$ cat src/rtl/lfqr_pkg.sv
// Package for the LRC frame query responder: status codes, frame constants,
// register indexes, the job record passed from the receiver to the transmitter and answer frame helpers.
// Depends on nothing.
package lfqr_pkg;

   localparam logic [7:0] START_BYTE  = 8'h3A;
   localparam logic [7:0] CR_BYTE     = 8'h0D;
   localparam logic [7:0] LF_BYTE     = 8'h0A;
   localparam logic [7:0] CMD_QUERY   = 8'h01;
   localparam logic [7:0] CMD_ANSWER  = 8'h02;
   localparam logic [7:0] CMD_HISTORY = 8'h03;
   localparam logic [15:0] QUERY_LEN   = 16'd0;
   localparam logic [15:0] HISTORY_LEN = 16'd28;
   localparam logic [7:0] ANSWER_LEN_HI = 8'h00;
   localparam logic [7:0] ANSWER_LEN_LO = 8'h02;
   localparam logic [7:0] ZERO_BYTE   = 8'h00;

   localparam int MIN_FRAME  = 9;
   localparam int FLD_DEST   = 1;
   localparam int FLD_CMD    = 3;
   localparam int FLD_LEN_HI = 4;
   localparam int FLD_LEN_LO = 5;

   localparam int ANSWER_BYTES = 11;
   localparam int IDX_W        = $clog2(ANSWER_BYTES);

   localparam logic CSR_OWN_ADDRESS    = 1'b0;
   localparam logic CSR_MASTER_ADDRESS = 1'b1;

   typedef enum logic [2:0] {
      ST_OK          = 3'd0,
      ST_HEADER      = 3'd1,
      ST_LRC         = 3'd2,
      ST_ADDR        = 3'd3,
      ST_UNSUPPORTED = 3'd4,
      ST_HISTORY     = 3'd5
   } status_type;

   typedef struct packed {
      logic        fire;
      status_type  status;
      logic [15:0] people;
   } lfqr_job_type;

   function automatic logic [7:0] answer_lrc(input logic [7:0] own_addr,
                                             input logic [7:0] host_addr,
                                             input logic [15:0] people);
      logic [7:0] sum;
      sum = own_addr + host_addr + CMD_ANSWER + ANSWER_LEN_HI + ANSWER_LEN_LO
            + people[15:8] + people[7:0];
      return 8'h00 - sum;
   endfunction

   function automatic logic [7:0] answer_byte(input logic [IDX_W-1:0] idx,
                                              input logic [7:0] own_addr,
                                              input logic [7:0] host_addr,
                                              input logic [15:0] people,
                                              input logic [7:0] lrc);
      logic [7:0] b;
      case (idx)
         IDX_W'(0): b = START_BYTE;
         IDX_W'(1): b = own_addr;
         IDX_W'(2): b = host_addr;
         IDX_W'(3): b = CMD_ANSWER;
         IDX_W'(4): b = ANSWER_LEN_HI;
         IDX_W'(5): b = ANSWER_LEN_LO;
         IDX_W'(6): b = people[15:8];
         IDX_W'(7): b = people[7:0];
         IDX_W'(8): b = lrc;
         IDX_W'(9): b = CR_BYTE;
         IDX_W'(10): b = LF_BYTE;
         default: b = ZERO_BYTE;
      endcase
      return b;
   endfunction

endpackage

$ cat src/rtl/lrc_frame_query_responder.sv
// Top level of the LRC frame query responder: configuration registers,
// frame receiver and response transmitter.
// Depends on lfqr_pkg, lfqr_frame_rx and lfqr_resp_tx.
//
// Each request is one received byte or one people count update; a byte that
// closes a chunk is judged in the same cycle it is taken, and its result
// enters the output register on the next edge. A failed check or a history
// query gives one status result, so such chunk ends can follow each other in
// consecutive cycles while the output is not stalled. An accepted query plays
// out an eleven-byte answer from the transmit sequencer, and the request side
// is stalled while that answer plays out, and for as long as the output
// register is full and stalled. Configuration writes are taken in any cycle.
module lrc_frame_query_responder
   import lfqr_pkg::*;
#(
   parameter int MAX_CHUNK = 128
) (
   input  logic        clock,
   input  logic        reset,
   input  logic        req_valid,
   output logic        req_stall,
   input  logic        req_action,
   input  logic [7:0]  req_rx_byte,
   input  logic        req_chunk_end,
   input  logic [15:0] req_people_count,
   output logic        rsp_valid,
   input  logic        rsp_stall,
   output logic [7:0]  rsp_tx_byte,
   output logic        rsp_tx_last,
   output logic [2:0]  rsp_status,
   input  logic        csr_valid,
   output logic        csr_ready,
   input  logic        csr_index,
   input  logic [7:0]  csr_wdata
);

   logic [7:0]   own_addr_ff, own_addr_in;
   logic [7:0]   host_addr_ff, host_addr_in;
   logic         req_accept;
   logic         tx_busy;
   lfqr_job_type job;

   assign csr_ready  = 1'b1;
   assign req_accept = req_valid && !req_stall;
   assign req_stall  = tx_busy;

   always_comb begin
      own_addr_in  = own_addr_ff;
      host_addr_in = host_addr_ff;
      if (csr_valid && csr_ready) begin
         case (csr_index)
            CSR_OWN_ADDRESS: own_addr_in = csr_wdata;
            CSR_MASTER_ADDRESS: host_addr_in = csr_wdata;
            default: own_addr_in = own_addr_ff;
         endcase
      end
   end

   always_ff @(posedge clock) begin
      if (reset) begin
         own_addr_ff  <= 8'h01;
         host_addr_ff <= 8'h00;
      end else begin
         own_addr_ff  <= own_addr_in;
         host_addr_ff <= host_addr_in;
      end
   end

   lfqr_frame_rx #(
      .MAX_CHUNK(MAX_CHUNK)
   ) u_rx (
      .clock        (clock),
      .reset        (reset),
      .item_accept  (req_accept),
      .action       (req_action),
      .rx_byte      (req_rx_byte),
      .chunk_end    (req_chunk_end),
      .people_count (req_people_count),
      .own_address  (own_addr_ff),
      .job          (job)
   );

   lfqr_resp_tx u_tx (
      .clock          (clock),
      .reset          (reset),
      .job            (job),
      .own_address    (own_addr_ff),
      .master_address (host_addr_ff),
      .rsp_stall      (rsp_stall),
      .busy           (tx_busy),
      .rsp_valid      (rsp_valid),
      .rsp_tx_byte    (rsp_tx_byte),
      .rsp_tx_last    (rsp_tx_last),
      .rsp_status     (rsp_status)
   );

`ifndef ASSERT_OFF
   a_status_single : assert property (@(posedge clock) disable iff (reset)
      rsp_valid && rsp_status != ST_OK |-> rsp_tx_last && rsp_tx_byte == ZERO_BYTE)
      else $error("status result is not a single last result with a zero byte");

   a_answer_holds_input : assert property (@(posedge clock) disable iff (reset)
      rsp_valid && rsp_status == ST_OK && !rsp_tx_last |-> req_stall)
      else $error("request taken while an answer frame is still playing out");

   a_answer_no_gap : assert property (@(posedge clock) disable iff (reset)
      rsp_valid && !rsp_stall && rsp_status == ST_OK && !rsp_tx_last |=> rsp_valid)
      else $error("answer frame broken by an idle cycle");

   a_chunk_end_result : assert property (@(posedge clock) disable iff (reset)
      req_accept && !req_action && req_chunk_end |=> rsp_valid)
      else $error("chunk end produced no result");
`endif

endmodule

$ cat src/rtl/lfqr_frame_rx.sv
// Frame receiver: tracks byte position, running sum, tail bytes and header fields
// over a chunk, holds the people count and judges the chunk at its end.
// Depends on lfqr_pkg.
module lfqr_frame_rx
   import lfqr_pkg::*;
#(
   parameter int MAX_CHUNK = 128
) (
   input  logic         clock,
   input  logic         reset,
   input  logic         item_accept,
   input  logic         action,
   input  logic [7:0]   rx_byte,
   input  logic         chunk_end,
   input  logic [15:0]  people_count,
   input  logic [7:0]   own_address,
   output lfqr_job_type job
);

   localparam int POS_W = $clog2(MAX_CHUNK + 1);
   localparam logic [POS_W-1:0] POS_MAX = POS_W'(MAX_CHUNK);

   logic [POS_W-1:0] pos_ff, pos_in;
   logic [7:0]       sum_ff, sum_in;
   logic [23:0]      tail_ff, tail_in;
   logic             start_ok_ff, start_ok_in;
   logic [7:0]       dest_ff, dest_in;
   logic [7:0]       cmd_ff, cmd_in;
   logic [15:0]      len_ff, len_in;
   logic [15:0]      people_ff, people_in;
   logic             overlong_ff, overlong_in;

   always_comb begin
      logic [7:0] body;
      pos_in      = pos_ff;
      sum_in      = sum_ff;
      tail_in     = tail_ff;
      start_ok_in = start_ok_ff;
      dest_in     = dest_ff;
      cmd_in      = cmd_ff;
      len_in      = len_ff;
      people_in   = people_ff;
      overlong_in = overlong_ff;
      job.fire    = 1'b0;
      job.status  = ST_OK;
      job.people  = people_ff;
      body        = 8'h00;

      if (item_accept && action) begin
         people_in = people_count;
      end

      if (item_accept && !action) begin
         if (pos_ff == POS_MAX) begin
            overlong_in = 1'b1;
         end else begin
            if (pos_ff == POS_W'(0)) start_ok_in = (rx_byte == START_BYTE);
            if (pos_ff == POS_W'(FLD_DEST)) dest_in = rx_byte;
            if (pos_ff == POS_W'(FLD_CMD)) cmd_in = rx_byte;
            if (pos_ff == POS_W'(FLD_LEN_HI)) len_in = {rx_byte, len_ff[7:0]};
            if (pos_ff == POS_W'(FLD_LEN_LO)) len_in = {len_ff[15:8], rx_byte};
            if (pos_ff != POS_W'(0)) sum_in = sum_ff + rx_byte;
            tail_in = {tail_ff[15:0], rx_byte};
            pos_in  = pos_ff + 1'b1;
         end

         if (chunk_end) begin
            body = sum_in - tail_in[23:16] - tail_in[15:8] - tail_in[7:0];
            job.fire = 1'b1;
            if (overlong_in || !start_ok_in || pos_in < POS_W'(MIN_FRAME)) begin
               job.status = ST_HEADER;
            end else if ((8'h00 - body) != tail_in[23:16]) begin
               job.status = ST_LRC;
            end else if (dest_in != own_address) begin
               job.status = ST_ADDR;
            end else if (cmd_in == CMD_QUERY && len_in == QUERY_LEN) begin
               job.status = ST_OK;
            end else if (cmd_in == CMD_HISTORY && len_in == HISTORY_LEN) begin
               job.status = ST_HISTORY;
            end else begin
               job.status = ST_UNSUPPORTED;
            end
            pos_in      = '0;
            sum_in      = '0;
            tail_in     = '0;
            start_ok_in = 1'b0;
            dest_in     = '0;
            cmd_in      = '0;
            len_in      = '0;
            overlong_in = 1'b0;
         end
      end
   end

   always_ff @(posedge clock) begin
      if (reset) begin
         pos_ff      <= '0;
         sum_ff      <= '0;
         tail_ff     <= '0;
         start_ok_ff <= 1'b0;
         dest_ff     <= '0;
         cmd_ff      <= '0;
         len_ff      <= '0;
         people_ff   <= '0;
         overlong_ff <= 1'b0;
      end else begin
         pos_ff      <= pos_in;
         sum_ff      <= sum_in;
         tail_ff     <= tail_in;
         start_ok_ff <= start_ok_in;
         dest_ff     <= dest_in;
         cmd_ff      <= cmd_in;
         len_ff      <= len_in;
         people_ff   <= people_in;
         overlong_ff <= overlong_in;
      end
   end

endmodule

$ cat src/rtl/lfqr_resp_tx.sv
// Response transmitter: result register plus the sequencer that plays out
// the eleven-byte answer frame or a single status result.
// Depends on lfqr_pkg.
module lfqr_resp_tx
   import lfqr_pkg::*;
(
   input  logic         clock,
   input  logic         reset,
   input  lfqr_job_type job,
   input  logic [7:0]   own_address,
   input  logic [7:0]   master_address,
   input  logic         rsp_stall,
   output logic         busy,
   output logic         rsp_valid,
   output logic [7:0]   rsp_tx_byte,
   output logic         rsp_tx_last,
   output logic [2:0]   rsp_status
);

   localparam logic [IDX_W-1:0] IDX_LAST = IDX_W'(ANSWER_BYTES - 1);

   logic             out_valid_ff, out_valid_in;
   logic [7:0]       out_byte_ff, out_byte_in;
   logic             out_last_ff, out_last_in;
   status_type       out_status_ff, out_status_in;
   logic             seq_active_ff, seq_active_in;
   logic [IDX_W-1:0] idx_ff, idx_in;
   logic [15:0]      people_ff, people_in;
   logic [7:0]       lrc_ff, lrc_in;
   logic             load_ok;

   assign load_ok = !out_valid_ff || !rsp_stall;
   assign busy    = seq_active_ff || !load_ok;

   always_comb begin
      out_valid_in  = out_valid_ff;
      out_byte_in   = out_byte_ff;
      out_last_in   = out_last_ff;
      out_status_in = out_status_ff;
      seq_active_in = seq_active_ff;
      idx_in        = idx_ff;
      people_in     = people_ff;
      lrc_in        = lrc_ff;

      if (seq_active_ff) begin
         if (load_ok) begin
            out_valid_in  = 1'b1;
            out_byte_in   = answer_byte(idx_ff, own_address, master_address,
                                        people_ff, lrc_ff);
            out_last_in   = (idx_ff == IDX_LAST);
            out_status_in = ST_OK;
            idx_in        = idx_ff + 1'b1;
            if (idx_ff == IDX_LAST) seq_active_in = 1'b0;
         end
      end else if (job.fire) begin
         out_valid_in  = 1'b1;
         out_status_in = job.status;
         if (job.status == ST_OK) begin
            out_byte_in   = START_BYTE;
            out_last_in   = 1'b0;
            seq_active_in = 1'b1;
            idx_in        = IDX_W'(1);
            people_in     = job.people;
            lrc_in        = answer_lrc(own_address, master_address, job.people);
         end else begin
            out_byte_in = ZERO_BYTE;
            out_last_in = 1'b1;
         end
      end else if (load_ok) begin
         out_valid_in = 1'b0;
      end
   end

   always_ff @(posedge clock) begin
      if (reset) begin
         out_valid_ff  <= 1'b0;
         seq_active_ff <= 1'b0;
         idx_ff        <= '0;
      end else begin
         out_valid_ff  <= out_valid_in;
         seq_active_ff <= seq_active_in;
         idx_ff        <= idx_in;
      end
   end

   always_ff @(posedge clock) begin
      out_byte_ff   <= out_byte_in;
      out_last_ff   <= out_last_in;
      out_status_ff <= out_status_in;
      people_ff     <= people_in;
      lrc_ff        <= lrc_in;
   end

   assign rsp_valid   = out_valid_ff;
   assign rsp_tx_byte = out_byte_ff;
   assign rsp_tx_last = out_last_ff;
   assign rsp_status  = out_status_ff;

endmodule
$ cat config.mk
export PLATFORM = sky130hd
export DESIGN_NAME = lrc_frame_query_responder
export DESIGN_NICKNAME = d
export VERILOG_FILES = /design/src/rtl/lfqr_pkg.sv /design/src/rtl/lrc_frame_query_responder.sv /design/src/rtl/lfqr_frame_rx.sv /design/src/rtl/lfqr_resp_tx.sv
export SDC_FILE = /design/constraint.sdc
export NUM_CORES = 1
export LEC_CHECK = 0
export CAP_MARGIN = 20
export CORE_MARGIN = 1.5
export CORE_UTILIZATION = 55
export CTS_CLUSTER_SIZE = 10
export DETAILED_ROUTE_END_ITERATION = 8
export DONT_BUFFER_PORTS = 1
export GPL_TIMING_DRIVEN = 0
export PLACE_DENSITY = 0.81
export SYNTH_ARGS = -nofsm -noshare
export SYNTH_HDL_FRONTEND = slang
export SYNTH_HIERARCHICAL = 1
export SYNTH_SLANG_ARGS = --single-unit
$ cat constraint.sdc
create_clock -name clock -period 7.1 [get_ports clock]
set_clock_uncertainty 0.15 [all_clocks]
set_input_delay 0.71 -clock clock [delete_from_list [all_inputs] [get_ports clock]]
set_output_delay 0.71 -clock clock [all_outputs]
set_load 0.01 [all_outputs]
Word level (Yosys, flattened, before mapping)
Cells that the tools add are included.
- bitwise gates (word level): 2
- mux-type cells: 62
- equality and inequality tests: 21
- reduce and logical (&&, ||, !) cells: 30
- add/sub/neg operators: 13
- order comparisons: 1
- operators with widths (kind ; count):
    two-way mux 8 bit ; 18
    two-way mux 16 bit ; 5
    two-way mux 24 bit ; 3
    case mux 8 bit (9 select lines) ; 1
    adder 8 bit ; 4
    two-way mux 4 bit ; 6
    subtractor 8 bit ; 3
    two-way mux 1 bit ; 21
    two-way mux 3 bit ; 7
    adder 8 x 2 -> 8 bit, second input constant ; 2
    equality test 16 x 5 -> 1 bit, second input constant ; 1
    equality test 8 x 1 -> 1 bit, second input constant ; 2
    equality test 8 x 2 -> 1 bit, second input constant ; 2
    equality test 8 x 3 -> 1 bit, second input constant ; 2
    zero test 16 bit ; 1
    != test 8 bit ; 2
    subtractor 1 x 8 -> 8 bit, first input constant ; 2
    equality test 4 x 3 -> 1 bit, second input constant ; 3
    equality test 4 bit, second input constant ; 3
    adder 8 x 1 -> 8 bit, second input constant ; 1
    equality test 4 x 2 -> 1 bit, second input constant ; 2
    equality test 8 x 6 -> 1 bit, second input constant ; 1
    equality test 8 bit, second input constant ; 1
    zero test 8 bit ; 1
    16 further kinds ; 35
- word-level logic and storage cells: 148
- register bits: 148
- output and inout bits: 15
- input port bits: 40

Depth between registers and ports, before layout
Gate-level depths: netlist (run 1).
- word-level depth: 21
- depth in mapped cells: 24
- depth with buffers taken out: 21

Hierarchy
The synthesis (run 1) kept the hierarchy.
- by module, submodules not included (module ; cells each ; seq. area each (µm²) ; area an instance (µm²) ; instances):
    lfqr_frame_rx ; 614 ; 1781.7 ; 5137.4 ; 1
    lfqr_resp_tx ; 222 ; 1201.2 ; 2553.7 ; 1
    lrc_frame_query_responder ; 68 ; 320.3 ; 708.2 ; 1

Least setup slack after synthesis (run 1)
No wires, ideal clock.
- path type: reg2reg
- start point: register u_rx.pos_ff[3]
- end point: register u_tx.lrc_ff[0], enable pin
- setup time: 0.347 ns
- arrival time: 5.608 ns
- cell stages (with the launch flop): 21
- buffers on the path: 3
- required time: 6.603 ns
- path slack: 0.994 ns
- period minus slack after synthesis: 6.106 ns
- cell sequence: dfxtp_1 nor4_4 and4b_1 buf_6 buf_2 buf_2 mux2i_1 fa_1 inv_1 fa_1 ha_1 fa_1 a21o_1 a21oi_1 o21bai_1 a21oi_1 xnor3_1 xnor2_1 a32o_1 or4_4 nor2_8
- RTL lines (element ; RTL line ; RTL):
    start: declaration ; lfqr_frame_rx.sv:23 ; logic [POS_W-1:0] pos_ff, pos_in;
    start signal: assignment ; lfqr_frame_rx.sv:107 ; pos_ff <= pos_in;
    end signal: assignment ; lfqr_resp_tx.sv:91 ; lrc_ff <= lrc_in;
    end: declaration ; lfqr_resp_tx.sv:29 ; logic [7:0] lrc_ff, lrc_in;

==> PnR_summary.wiki, run 1 <==
{| class="wikitable"
! Metric !! Value
|-
| Status || finished, final reports clean
|-
| Number of hold violations in the final report || 0
|-
| Buffer levels on the longest clock path || 2
|-
| Critical path type || reg -> reg
|-
| Number of buffers added by the clock tree synthesis step || 17
|-
| Beginning of the worst hold path || reset
|-
| RSZ-0062 raised after global routing || no
|-
| Delay-heaviest family, CP || adder cells
|-
| Most repeated cell in the gate-level netlist after synthesis || dfxtp_1
|-
| Maximum number of pins on one net before global-route repair || 30
|-
| Data arrival time of the critical path || 6.95 ns
|-
| HP Class || in -> reg
|-
| Worst-case setup slack after placement || 0.0649 ns
|-
| Worst Setup Slack, final || roughly 0.35 ns
|-
| Antenna Nets Post-Route || 0
|-
| Cell count after synthesis || 904
|-
| Clock tree from TritonCTS || built
|-
| Vias post-DR || 6,986
|-
| Routed vias/inst || 6.20
|-
| Wire length of the first global-routing pass || between 30,000 and 40,000 um
|-
| R2R Path End || u_tx/idx_ff[0]$_SDFFE_PP0P_
|-
| Highest-delay cell along the critical path || or4_4
|-
| Post-route DRC violation count || 0
|-
| Static leakage power || 3.47 nW
|-
| Slew @ Worst Pin || roughly 0.93 ns
|-
| Routability congestion estimate || around 0.92
|-
| Antenna violations before repair || 0
|-
| Number of distinct library cells after synthesis || 69
|-
| Number of top-level pins || 55
|-
| Final standard cell utilization of the core || 0.632
|-
| List of most frequent post-synthesis cells || 111 x dfxtp_1, 110 x nor2_1, 66 x a21oi_1
|-
| # Max-Cap Violations || 0
|-
| Asr flop ratio synth || 0
|-
| Critical Path RT || 7.31 ns
|-
| Slew margin rel. || 0.376
|-
| Final setup viols || 0
|-
| H-tree depth || 4
|-
| Antenna Cells || 0
|-
| Die Outline Area || 16,000 um2
|-
| Crit path capture type || register
|-
| Setup TNS || 0 ns
|-
| 1st-iter DRT viols || 734
|-
| Syn Nets || 1,001
|-
| Routed Wire Length || 21,800 um
|-
| Biggest area contributors in the synthesized netlist || dfxtp_1 26%, edfxtp_1 13%, fa_1 6.9%
|-
| Final standard cell area without fillers || between 9000 and 10,000 um2
|-
| Peak ir drop on the vdd network || 0.149 mV
|-
| Worst Setup Start Kind || register
|-
| Die extent in y || 127 um
|-
| Critical-path cell list || nor4_4, and4b_1, buf_6, buf_2, clkbuf_4, mux2i_2, fa_1, inv_1, fa_1, ha_1, fa_1, a21o_1, a21oi_1, o21bai_1, a21oi_1, xnor3_1, xnor2_1, a31oi_1, or4_4, nor2_4, buf_12, nor3_2, a211oi_2
|-
| #FFs+latches synth || around 150
|-
| Largest area contributor in the netlist || dfxtp_1
|-
| Mapped Area || 8400 um2
|-
| WHS Path Cells || 1
|-
| Period utilization || 0.950
|-
| Most used flip-flop cell after synthesis || dfxtp_1
|-
| Reg2Reg Depth || 23
|-
| Area of the core region || 14,700 um2
|-
| Min-Delay Endpoint || u_tx/idx_ff[0]$_SDFFE_PP0P_
|-
| Total placed cells including tap cells || 1,089
|-
| Post-layout min period || between 6 and 7 ns
|-
| Post-layout net count || ~1.0k
|-
| Placed wire-length estimate || 15,400 um
|-
| Sum of overflow across all layers after global routing || 0
|-
| Count of input and output buffers || 0
|-
| Final slew viol count || 0
|-
| Most prevalent standard cell on the critical path || fa_1
|-
| Top cell type's share of synthesized area || 0.265
|-
| Startpoint of the worst-slack reg-to-reg timing path || u_rx/pos_ff[6]$_SDFFE_PP0P_
|-
| Effective utilization at floorplan || 0.571
|-
| Clock Root Buffer || clkbuf_16
|-
| Layout cells sized above 1 || 0.0764
|-
| Power density over cell area || 229 nW/um2
|-
| Clock network latency to the later pin of the worst-skew pair || 0.43 ns
|-
| Vias in the first global route || 6,619
|-
| Row cnt || 44
|-
| Iteration count of the initial detailed-routing pass || 6
|-
| Wire per inst || between 15 and 20 um
|-
| GRT Total Usage || 0.274
|-
| Area growth syn-to-layout || 10.7%
|-
| EDFF count, synth || 36
|-
| Die extent in x || 127 um
|-
| Highest net fanout along the worst path || 14
|-
| Count of warnings emitted by yosys || 6
|-
| R2R setup slack || 0.35 ns
|-
| Mean Syn Cell Area || 9.29 um2
|-
| Number of buffers and inverters on the critical path || 5
|-
| Clk slew on worst S/H paths || 0.06 ns
|-
| Placement Cell Area || 8630 um2
|-
| Highest achievable clock rate || 148 MHz
|-
| Num Clock Sinks || 147
|-
| Post-synthesis sequential area ratio || 0.393
|-
| Stage delay of the slowest cell on the critical path || roughly 0.7 ns
|-
| Number of standard cells in the final layout excluding fillers || 1,127
|}
## what timing repair did
action                     in CTS  in global routing
gates cloned                    0                  2
setup endpoints to repair      13                 29
pin swaps                       0                  3
gates resized for setup         1                  3
hold buffers                    0                  0
setup buffers                   0                  4
## worst max-delay path by stage
stage	endpoint	start	depth (start not counted)	slack (ns)
2_1_floorplan	u_tx/lrc_ff[0]$_DFFE_PP_	u_rx/pos_ff[3]$_SDFFE_PP0P_	20	0.99
3_3_place_gp	u_tx/people_ff[15]$_DFFE_PP_	u_rx/pos_ff[4]$_SDFFE_PP0P_	21	0.14
3_5_place_dp	u_tx/people_ff[2]$_DFFE_PP_	u_rx/pos_ff[3]$_SDFFE_PP0P_	21	0.06
4_1_cts	u_tx/people_ff[2]$_DFFE_PP_	u_rx/pos_ff[3]$_SDFFE_PP0P_	20	0.07
5_1_grt	u_tx/idx_ff[0]$_SDFFE_PP0P_	u_rx/pos_ff[6]$_SDFFE_PP0P_	23	0.05
6_report	u_tx/idx_ff[0]$_SDFFE_PP0P_	u_rx/pos_ff[6]$_SDFFE_PP0P_	23	0.35
## per-stage QoR
stage	hold WS [ns]	total power, mW
floorplan	0.280	1.17
global placement	0.298	1.24
detailed placement	0.296	1.25
CTS	0.176	2.13
global route	0.176	2.20
finish	0.190	2.13
## kinds of logic after synthesis
logic type | Yosys count | synth area share
compound gates | 211 | 0.166
simple gates | 290 | 0.168
flops | 147 | 0.393
xor+xnor | 42 | 0.0471
mux | 49 | 0.0606
other cells | 1 | 0.000446
fa+ha+maj | 57 | 0.111
buf+inv | 107 | 0.0535
## cells in the final DEF, fill, tap and decap left out, types with 5 or more instances in the layout
cell | netlist | routed
o21bai_1 | 5 | 5
edfxtp_1 | 36 | 36
a221oi_1 | 5 | 5
xnor2_1 | 27 | 27
nor2_1 | 110 | 109
a21oi_1 | 66 | 66
xor2_1 | 13 | 13
clkbuf_16 | 0 | 19
clkbuf_1 | 26 | 30
nor4_1 | 10 | 10
ha_1 | 28 | 28
a211oi_1 | 10 | 10
nand2b_1 | 28 | 28
nand4_1 | 6 | 6
mux2_2 | 11 | 11
dfxtp_1 | 111 | 111
fa_1 | 29 | 29
nand2_1 | 63 | 63
nor2b_1 | 17 | 17
buf_4 | 2 | 5
mux2i_1 | 37 | 36
buf_2 | 8 | 9
a22oi_1 | 56 | 56
inv_1 | 61 | 61
a21o_1 | 7 | 7
buf_1 | 6 | 5
nand3_1 | 13 | 13
o21ai_0 | 22 | 22
nor3_1 | 16 | 16
and3_1 | 7 | 7
## registers in the layout, indices dropped and copies added, names as in the netlist
signal and flops:
u_rx/pos_ff 8, u_tx/seq_active_ff 1, u_tx/idx_ff 4, u_rx/tail_ff 23
u_rx/cmd_ff 8, u_rx/overlong_ff 1, own_addr_ff 8, u_tx/rsp_tx_last 1
u_rx/len_ff 16, host_addr_ff 8, u_rx/start_ok_ff 1, u_tx/lrc_ff 8
u_tx/rsp_valid 1, u_tx/rsp_tx_byte 8, u_tx/rsp_status 3, u_rx/sum_ff 8
u_tx/people_ff 16, u_rx/people_ff 16, u_rx/dest_ff 8
## report_power, final
part / internal (mW) / switching (mW)
sequential: 0.888 / 0.0232
combinational: 0.138 / 0.193
clock: 0.527 / 0.360
## layout make-up
class / instances / area (um2)
inverter: 61 / 229
clock buffer: 23 / 490
fill: 1155 / 5400
clock inverter: 9 / 95.1
multi-input combinational: 652 / 4680
tap: 184 / 230
timing repair buffer: 5 / 47.5
sequential: 147 / 3300
buffer: 46 / 224
## layer usage
metal	vias to the layer above	part of all wire	track usage
met4	0	0.029	0.118
met5	-	0	0
met3	63	0.095	0.0637
met2	410	0.46	0.428
met1	3298	0.42	0.367
li1	3215	-	-
No activity file was read; power rests on OpenSTA's default activity.
==> run 2: changes to the inputs <==
Settings changed: GPL_TIMING_DRIVEN 0 to default.
==> run 2 against run 1 <==
Routed wire length decreased by 6.3%. Worst hold slack improved by 0.036 ns. Power is 0.19% lower. Register-to-register slack improved by 0.20 ns. First-iteration DRC count fell by 18%. Sequential power hardly changed. Non-clock buffer count shrank 46.
==> PnR_summary.wiki, run 2 (synthesized netlist as in run 1, its figures left out) <==
{| class="wikitable"
! Metric !! Value
|-
| Status || finished, final reports clean
|-
| Peak ir drop on the vdd network || 0.162 mV (+8.6%)
|-
| Max FFs per register || 23 (unchanged)
|-
| Clock Root Buffer || clkbuf_16
|-
| Die extent in x || 127 um (unchanged)
|-
| Beginning of the worst hold path || reset
|-
| Reg2Reg Depth || 17 (-26%)
|-
| R2R setup slack || 0.55 ns (+0.20 ns)
|-
| Vias post-DR || 6,634 (-5.0%)
|-
| WHS Path Cells || 1 (unchanged)
|-
| Layout cells sized above 1 || 0.0615 (-0.0149)
|-
| Critical Path RT || 7.01 ns (-0.30 ns)
|-
| Worst-case setup slack after placement || 0.640 ns (+0.575 ns)
|-
| Number of standard cells in the final layout excluding fillers || 1,079 (-4.3%)
|-
| Period utilization || 0.922 (-0.0279)
|-
| Number of hold buffers added after CTS || 0 (unchanged)
|-
| HP Class || in -> reg
|-
| Worst Setup Slack, final || 0.553 ns (+0.198 ns)
|-
| Most common cell after layout, fill and taps aside || dfxtp_1
|-
| Placed wire-length estimate || 13,900 um (-10%)
|-
| Commonest cells after routing, fill and taps aside || 111 x dfxtp_1, 110 x nor2_1, 66 x a21oi_1, 63 x nand2_1, 61 x inv_1
|-
| Number of hold violations in the final report || 0 (unchanged)
|-
| Largest reg by FF count || u_rx/tail_ff
|-
| Buffers inserted during post-CTS setup optimization || 0 (unchanged)
|-
| Startpoint of the worst-slack reg-to-reg timing path || u_rx/pos_ff[3]$_SDFFE_PP0P_
|-
| Area growth syn-to-layout || 7.75%
|-
| Antenna Cells || 0 (unchanged)
|-
| Crit path capture type || register
|-
| Buffer levels on the longest clock path || 2 (unchanged)
|-
| Antenna violations before repair || 0 (unchanged)
|-
| Stage delay of the slowest cell on the critical path || 0.63 ns (-0.07 ns)
|-
| Highest net fanout along the worst path || 29 (+15)
|-
| Filler instances || 1,194 (+3.4%)
|-
| Number of buffers added by the clock tree synthesis step || 17 (unchanged)
|-
| Iteration count of the initial detailed-routing pass || 5 (-1)
|-
| Post-cts resize count || 0 (-1)
|-
| Data arrival time of the critical path || 6.46 ns (-0.49 ns)
|-
| Area of the core region || 14,700 um2 (unchanged)
|-
| Sum of overflow across all layers after global routing || 0 (unchanged)
|-
| H-tree depth || 4 (unchanged)
|-
| R2R Path End || u_tx/people_ff[10]$_DFFE_PP_
|-
| Slew margin rel. || 0.283 (-0.0931)
|-
| Antenna Nets Post-Route || 0 (unchanged)
|-
| GRT Total Usage || 0.259 (-0.0150)
|-
| Die extent in y || 127 um (unchanged)
|-
| 1st-iter DRT viols || 600 (-18%)
|-
| Number of buffers and inverters on the critical path || 1 (-4)
|-
| # Max-Cap Violations || 0 (unchanged)
|-
| Total placed cells including tap cells || 1,047 (-3.9%)
|-
| Setup TNS || 0 ns (unchanged)
|-
| Wire length of the first global-routing pass || 32,300 um (-5.0%)
|-
| Number of top-level pins || 55 (unchanged)
|-
| Min-Delay Endpoint || u_tx/idx_ff[0]$_SDFFE_PP0P_
|-
| Count of input and output buffers || 0 (unchanged)
|-
| Post-route DRC violation count || 0 (unchanged)
|-
| Vias in the first global route || 6,273 (-5.2%)
|-
| Worst Setup Start Kind || register
|-
| Highest-delay cell along the critical path || or4_4
|-
| Clock tree from TritonCTS || built
|-
| Wire per inst || 19.0 um (-2.1%)
|-
| Routability congestion estimate || 0.890 (-3.6%)
|-
| Slew @ Worst Pin || 1.06 ns (+0.128 ns)
|-
| Die Outline Area || 16,000 um2 (unchanged)
|-
| Row cnt || 44 (unchanged)
|-
| Power density over cell area || 235 nW/um2 (+2.5%)
|-
| Effective utilization at floorplan || 0.571 (unchanged)
|-
| Critical-path cell list || nor4_4, and4b_1, mux2i_1, fa_1, inv_1, fa_1, ha_1, fa_1, a21o_1, a21oi_1, o21bai_1, a21oi_1, xnor3_1, xnor2_1, a31oi_1, or4_4, nor2_8
|-
| RSZ-0062 raised after global routing || no
|-
| Routed vias/inst || 6.15 (-0.81%)
|-
| Critical path type || reg -> reg
|-
| Clock network latency to the later pin of the worst-skew pair || 0.43 ns (about the same)
|-
| Num Clock Sinks || 147 (unchanged)
|-
| Post-layout net count || 979 (-4.7%)
|-
| Final slew viol count || 0 (unchanged)
|-
| Highest achievable clock rate || 153 MHz (+3.0%)
|-
| Most prevalent standard cell on the critical path || fa_1
|-
| Maximum number of pins on one net before global-route repair || 121 (+300%)
|-
| Final setup viols || 0 (unchanged)
|-
| Clk slew on worst S/H paths || 0.06 ns (about the same)
|-
| Delay-heaviest family, CP || simple AND/OR/NAND/NOR gates
|-
| Routed Wire Length || 20,500 um (-6.3%)
|-
| Post-layout min period || 6.55 ns (-0.198 ns)
|-
| Static leakage power || 3.35 nW (-3.4%)
|}
-- run 2: how the worst max path moves through the flow --
| stage | from | end | cells after the start |
|---|---|---|---|
| 2_1_floorplan | u_rx/pos_ff[3]$_SDFFE_PP0P_ | u_tx/lrc_ff[0]$_DFFE_PP_ | 20 |
| 3_3_place_gp | req_rx_byte[0] | u_tx/people_ff[10]$_DFFE_PP_ | 17 |
| 3_5_place_dp | u_rx/pos_ff[3]$_SDFFE_PP0P_ | u_tx/people_ff[4]$_DFFE_PP_ | 17 |
| 4_1_cts | u_rx/pos_ff[3]$_SDFFE_PP0P_ | u_tx/people_ff[10]$_DFFE_PP_ | 17 |
| 5_1_grt | u_rx/pos_ff[4]$_SDFFE_PP0P_ | u_tx/idx_ff[0]$_SDFFE_PP0P_ | 19 |
| 6_report | u_rx/pos_ff[3]$_SDFFE_PP0P_ | u_tx/people_ff[10]$_DFFE_PP_ | 17 |
-- run 2: stage by stage --
step	power [mW]	cell area (um2)	util	hold slack [ns]
after detailed placement	1.22	8450	0.575	0.290
final	2.13	9050	0.616	0.225
after global routing	2.21	9050	0.616	0.196
after global placement	1.21	8450	0.575	0.292
after floorplan	1.17	8400	-	0.280
after CTS	2.13	9050	0.616	0.193
-- run 2: layout make-up --
| type | count | area, um2 | area share |
|---|---|---|---|
| well taps | 184 | 230 | 0.0254 |
| clock inverters | 8 | 97.6 | 0.0108 |
| flip-flops and latches | 147 | 3300 | 0.365 |
| multi-input cells | 650 | 4650 | 0.514 |
| clock buffers | 24 | 503 | 0.0556 |
| inverters | 61 | 229 | 0.0253 |
| repair buffers | 5 | 37.5 | 0.00415 |
-- run 2: report_power, final --
part / internal (mW) / total (mW) / switching (mW)
sequential: 0.888 / 0.911 / 0.0226
combinational: 0.133 / 0.305 / 0.173
clock: 0.564 / 0.910 / 0.346
total: 1.59 / 2.13 / 0.541
-- run 2: routing by layer --
layer,up-vias,wire [um],GRT usage,part of all wire
met5,-,0,0,0
met4,0,376,0.0832,0.018
met3,39,1560,0.0721,0.076
met2,247,9280,0.405,0.45
met1,3225,9260,0.350,0.45
li1,3123,-,-,-
==> run 3: changes to the inputs <==
Settings changed: CTS_BUF_LIST from default to sky130_fd_sc_hd__clkbuf_2, SLEW_MARGIN from default to 20.
==> run 3 against run 2 <==
Core utilization is 0.26 points higher. Sequential power about the same. Power is 18% lower. Critical path type unchanged. Routed wire length rose by 1.4%. Maximum frequency barely moved. Largest cell class unchanged. Largest power group unchanged.
==> PnR_summary.wiki, run 3 (synthesized netlist as in run 1, its figures left out) <==
{| class="wikitable"
! Metric !! Value
|-
| Period utilization || 0.922 (about the same)
|-
| Iteration count of the initial detailed-routing pass || 6 (+1)
|-
| Highest net fanout along the worst path || 29 (unchanged)
|-
| Antenna violations before repair || 1 (+1)
|-
| Slew @ Worst Pin || 1.07 ns (+0.00886 ns)
|-
| Die extent in x || 127 um (unchanged)
|-
| Row cnt || 44 (unchanged)
|-
| Stage delay of the slowest cell on the critical path || 0.63 ns (about the same)
|-
| Status || finished, final reports clean
|-
| Critical Path RT || 7.36 ns (+0.35 ns)
|-
| Number of buffers and inverters on the critical path || 1 (unchanged)
|-
| WHS Path Cells || 2 (+1)
|-
| Most common cell after layout, fill and taps aside || dfxtp_1
|-
| Post-route DRC violation count || 0 (unchanged)
|-
| Post-layout net count || 1,017 (+3.9%)
|-
| Placed wire-length estimate || 13,900 um (unchanged)
|-
| Total placed cells including tap cells || 1,047 (unchanged)
|-
| Effective utilization at floorplan || 0.571 (unchanged)
|-
| Clk network pwr share || 0.286 (-0.142)
|-
| Post-layout min period || 6.54 ns (-0.00312 ns)
|-
| Delay-heaviest family, CP || simple AND/OR/NAND/NOR gates
|-
| Vias post-DR || 6,772 (+2.1%)
|-
| Share of total power in sequential cells || 0.524 (+0.096)
|-
| Buffer levels on the longest clock path || 2 (unchanged)
|-
| Design Power || 1.74 mW (-18%)
|-
| Critical path type || reg -> reg
|-
| Sum of overflow across all layers after global routing || 0 (unchanged)
|-
| Wire length of the first global-routing pass || 32,600 um (+1.0%)
|-
| Internal power consumption || 1.23 mW (-22%)
|-
| Number of top-level pins || 55 (unchanged)
|-
| Highest-delay cell along the critical path || or4_4
|-
| Number of standard cells in the final layout excluding fillers || 1,118 (+3.6%)
|-
| Count of input and output buffers || 0 (unchanged)
|-
| Worst-case setup slack after placement || 0.640 ns (unchanged)
|-
| Crit path capture type || register
|-
| Filler instances || 1,211 (+1.4%)
|-
| 1st-iter DRT viols || 651 (+8.5%)
|-
| Clk slew on worst S/H paths || 0.19 ns (+0.13 ns)
|-
| Setup TNS || 0 ns (unchanged)
|-
| Wire per inst || 18.6 um (-2.2%)
|-
| Worst Setup Start Kind || register
|-
| Antenna Nets Post-Route || 0 (unchanged)
|-
| Num Clock Sinks || 147 (unchanged)
|-
| Critical-path cell list || nor4_4, and4b_1, mux2i_1, fa_1, inv_1, fa_1, ha_1, fa_1, a21o_1, a21oi_1, o21bai_1, a21oi_1, xnor3_1, xnor2_1, a31oi_1, or4_4, nor2_8
|-
| Max FFs per register || 23 (unchanged)
|-
| Commonest cells after routing, fill and taps aside || 111 x dfxtp_1, 110 x nor2_1, 66 x a21oi_1, 63 x nand2_1, 61 x inv_1
|-
| Switching share of power || 0.293 (+0.0387)
|-
| Static leakage power || 3.38 nW (+0.80%)
|-
| Net Switching || 0.510 mW (-5.6%)
|-
| Stages on the worst setup path || 17 (unchanged)
|-
| Maximum number of pins on one net before global-route repair || 115 (-5.0%)
|-
| Routed Wire Length || 20,700 um (+1.4%)
|-
| GRT Total Usage || 0.261 (+0.00162)
|-
| Vias in the first global route || 6,337 (+1.0%)
|-
| Area of the core region || 14,700 um2 (unchanged)
|-
| Most prevalent standard cell on the critical path || fa_1
|-
| Slew margin rel. || 0.285 (+0.00160)
|-
| Largest reg by FF count || u_rx/tail_ff
|-
| Clock tree from TritonCTS || built
|-
| Routed vias/inst || 6.06 (-1.5%)
|-
| Post-cts resize count || 0 (unchanged)
|-
| Die Outline Area || 16,000 um2 (unchanged)
|-
| Peak ir drop on the vdd network || 0.131 mV (-19%)
|-
| # Max-Cap Violations || 0 (unchanged)
|-
| Final setup viols || 0 (unchanged)
|-
| Number of hold violations in the final report || 0 (unchanged)
|-
| Die extent in y || 127 um (unchanged)
|-
| HP Class || in -> reg
|-
| Data arrival time of the critical path || 6.80 ns (+0.34 ns)
|-
| Power density over cell area || 192 nW/um2 (-18%)
|-
| RSZ-0062 raised after global routing || no
|-
| Highest achievable clock rate || 153 MHz (about the same)
|-
| Clock Root Buffer || clkbuf_2
|-
| Portion of total power attributed to combinational logic || 0.190 (+0.046)
|-
| Post-route worst hold slack || 0.0502 ns (-0.175 ns)
|-
| Layout cells sized above 1 || 0.0611 (-0.000359)
|-
| Worst Setup Slack, final || 0.556 ns (+0.00312 ns)
|-
| Final slew viol count || 0 (unchanged)
|-
| Reg2Reg Depth || 17 (unchanged)
|-
| Area growth syn-to-layout || 8.21%
|-
| Routability congestion estimate || 0.890 (unchanged)
|-
| H-tree depth || 4 (unchanged)
|-
| Clock network latency to the later pin of the worst-skew pair || 0.76 ns (+0.33 ns)
|-
| Number of buffers added by the clock tree synthesis step || 17 (unchanged)
|}
[run 3: area by class of cell]
class                   instances  area (um2)  share of cell area
flip-flops and latches        147        3300               0.363
inverters                      61         229              0.0252
diodes                          1        2.50            0.000275
repair buffers                 43         435              0.0479
clock buffers                  20         100              0.0110
multi-input cells             650        4650               0.512
clock inverters                12         139              0.0153
well taps                     184         230              0.0253
[run 3: power by group through the flow]
stage	Clock [mW]	Combinational (mW)	Sequential, mW
after floorplan	0	0.251	0.920
after global placement	0	0.284	0.928
after detailed placement	0	0.295	0.928
after CTS	0.503	0.322	0.911
after global routing	0.543	0.364	0.915
final	0.498	0.331	0.912
[run 3: final timing paths]
check	from	end	slack [ns]
max reg2reg	u_rx/pos_ff[4]$_SDFFE_PP0P_	u_tx/people_ff[5]$_DFFE_PP_	0.56
max	u_rx/pos_ff[4]$_SDFFE_PP0P_	u_tx/people_ff[5]$_DFFE_PP_	0.56
min	reset	host_addr_ff[5]$_SDFFE_PP0P_	0.05
min reg2reg	u_rx/people_ff[14]$_SDFFE_PP0P_	u_tx/people_ff[14]$_DFFE_PP_	0.34
[run 3: metal layers]
layer  wire [um]  part of all wire  GRT usage  vias to the layer above
met1        9340              0.45      0.366                     3242
li1            -                 -          -                     3206
met2        9530              0.46      0.403                      296
met5           0                 0          0                        -
met4         288             0.014     0.0865                        0
met3        1590             0.076     0.0548                       28
[run 3: stage by stage]
step | area [um2] | utilization
detailed placement | 8450 | 0.575
CTS | 9010 | 0.613
global placement | 8450 | 0.575
finish | 9090 | 0.618
floorplan | 8400 | -
global route | 9090 | 0.618
[run 3: what timing repair did]
| action | in CTS | in global routing |
|---|---|---|
| buffers inserted | 0 | 0 |
| hold buffers | 30 | 8 |
| hold endpoints to repair | 111 | 9 |
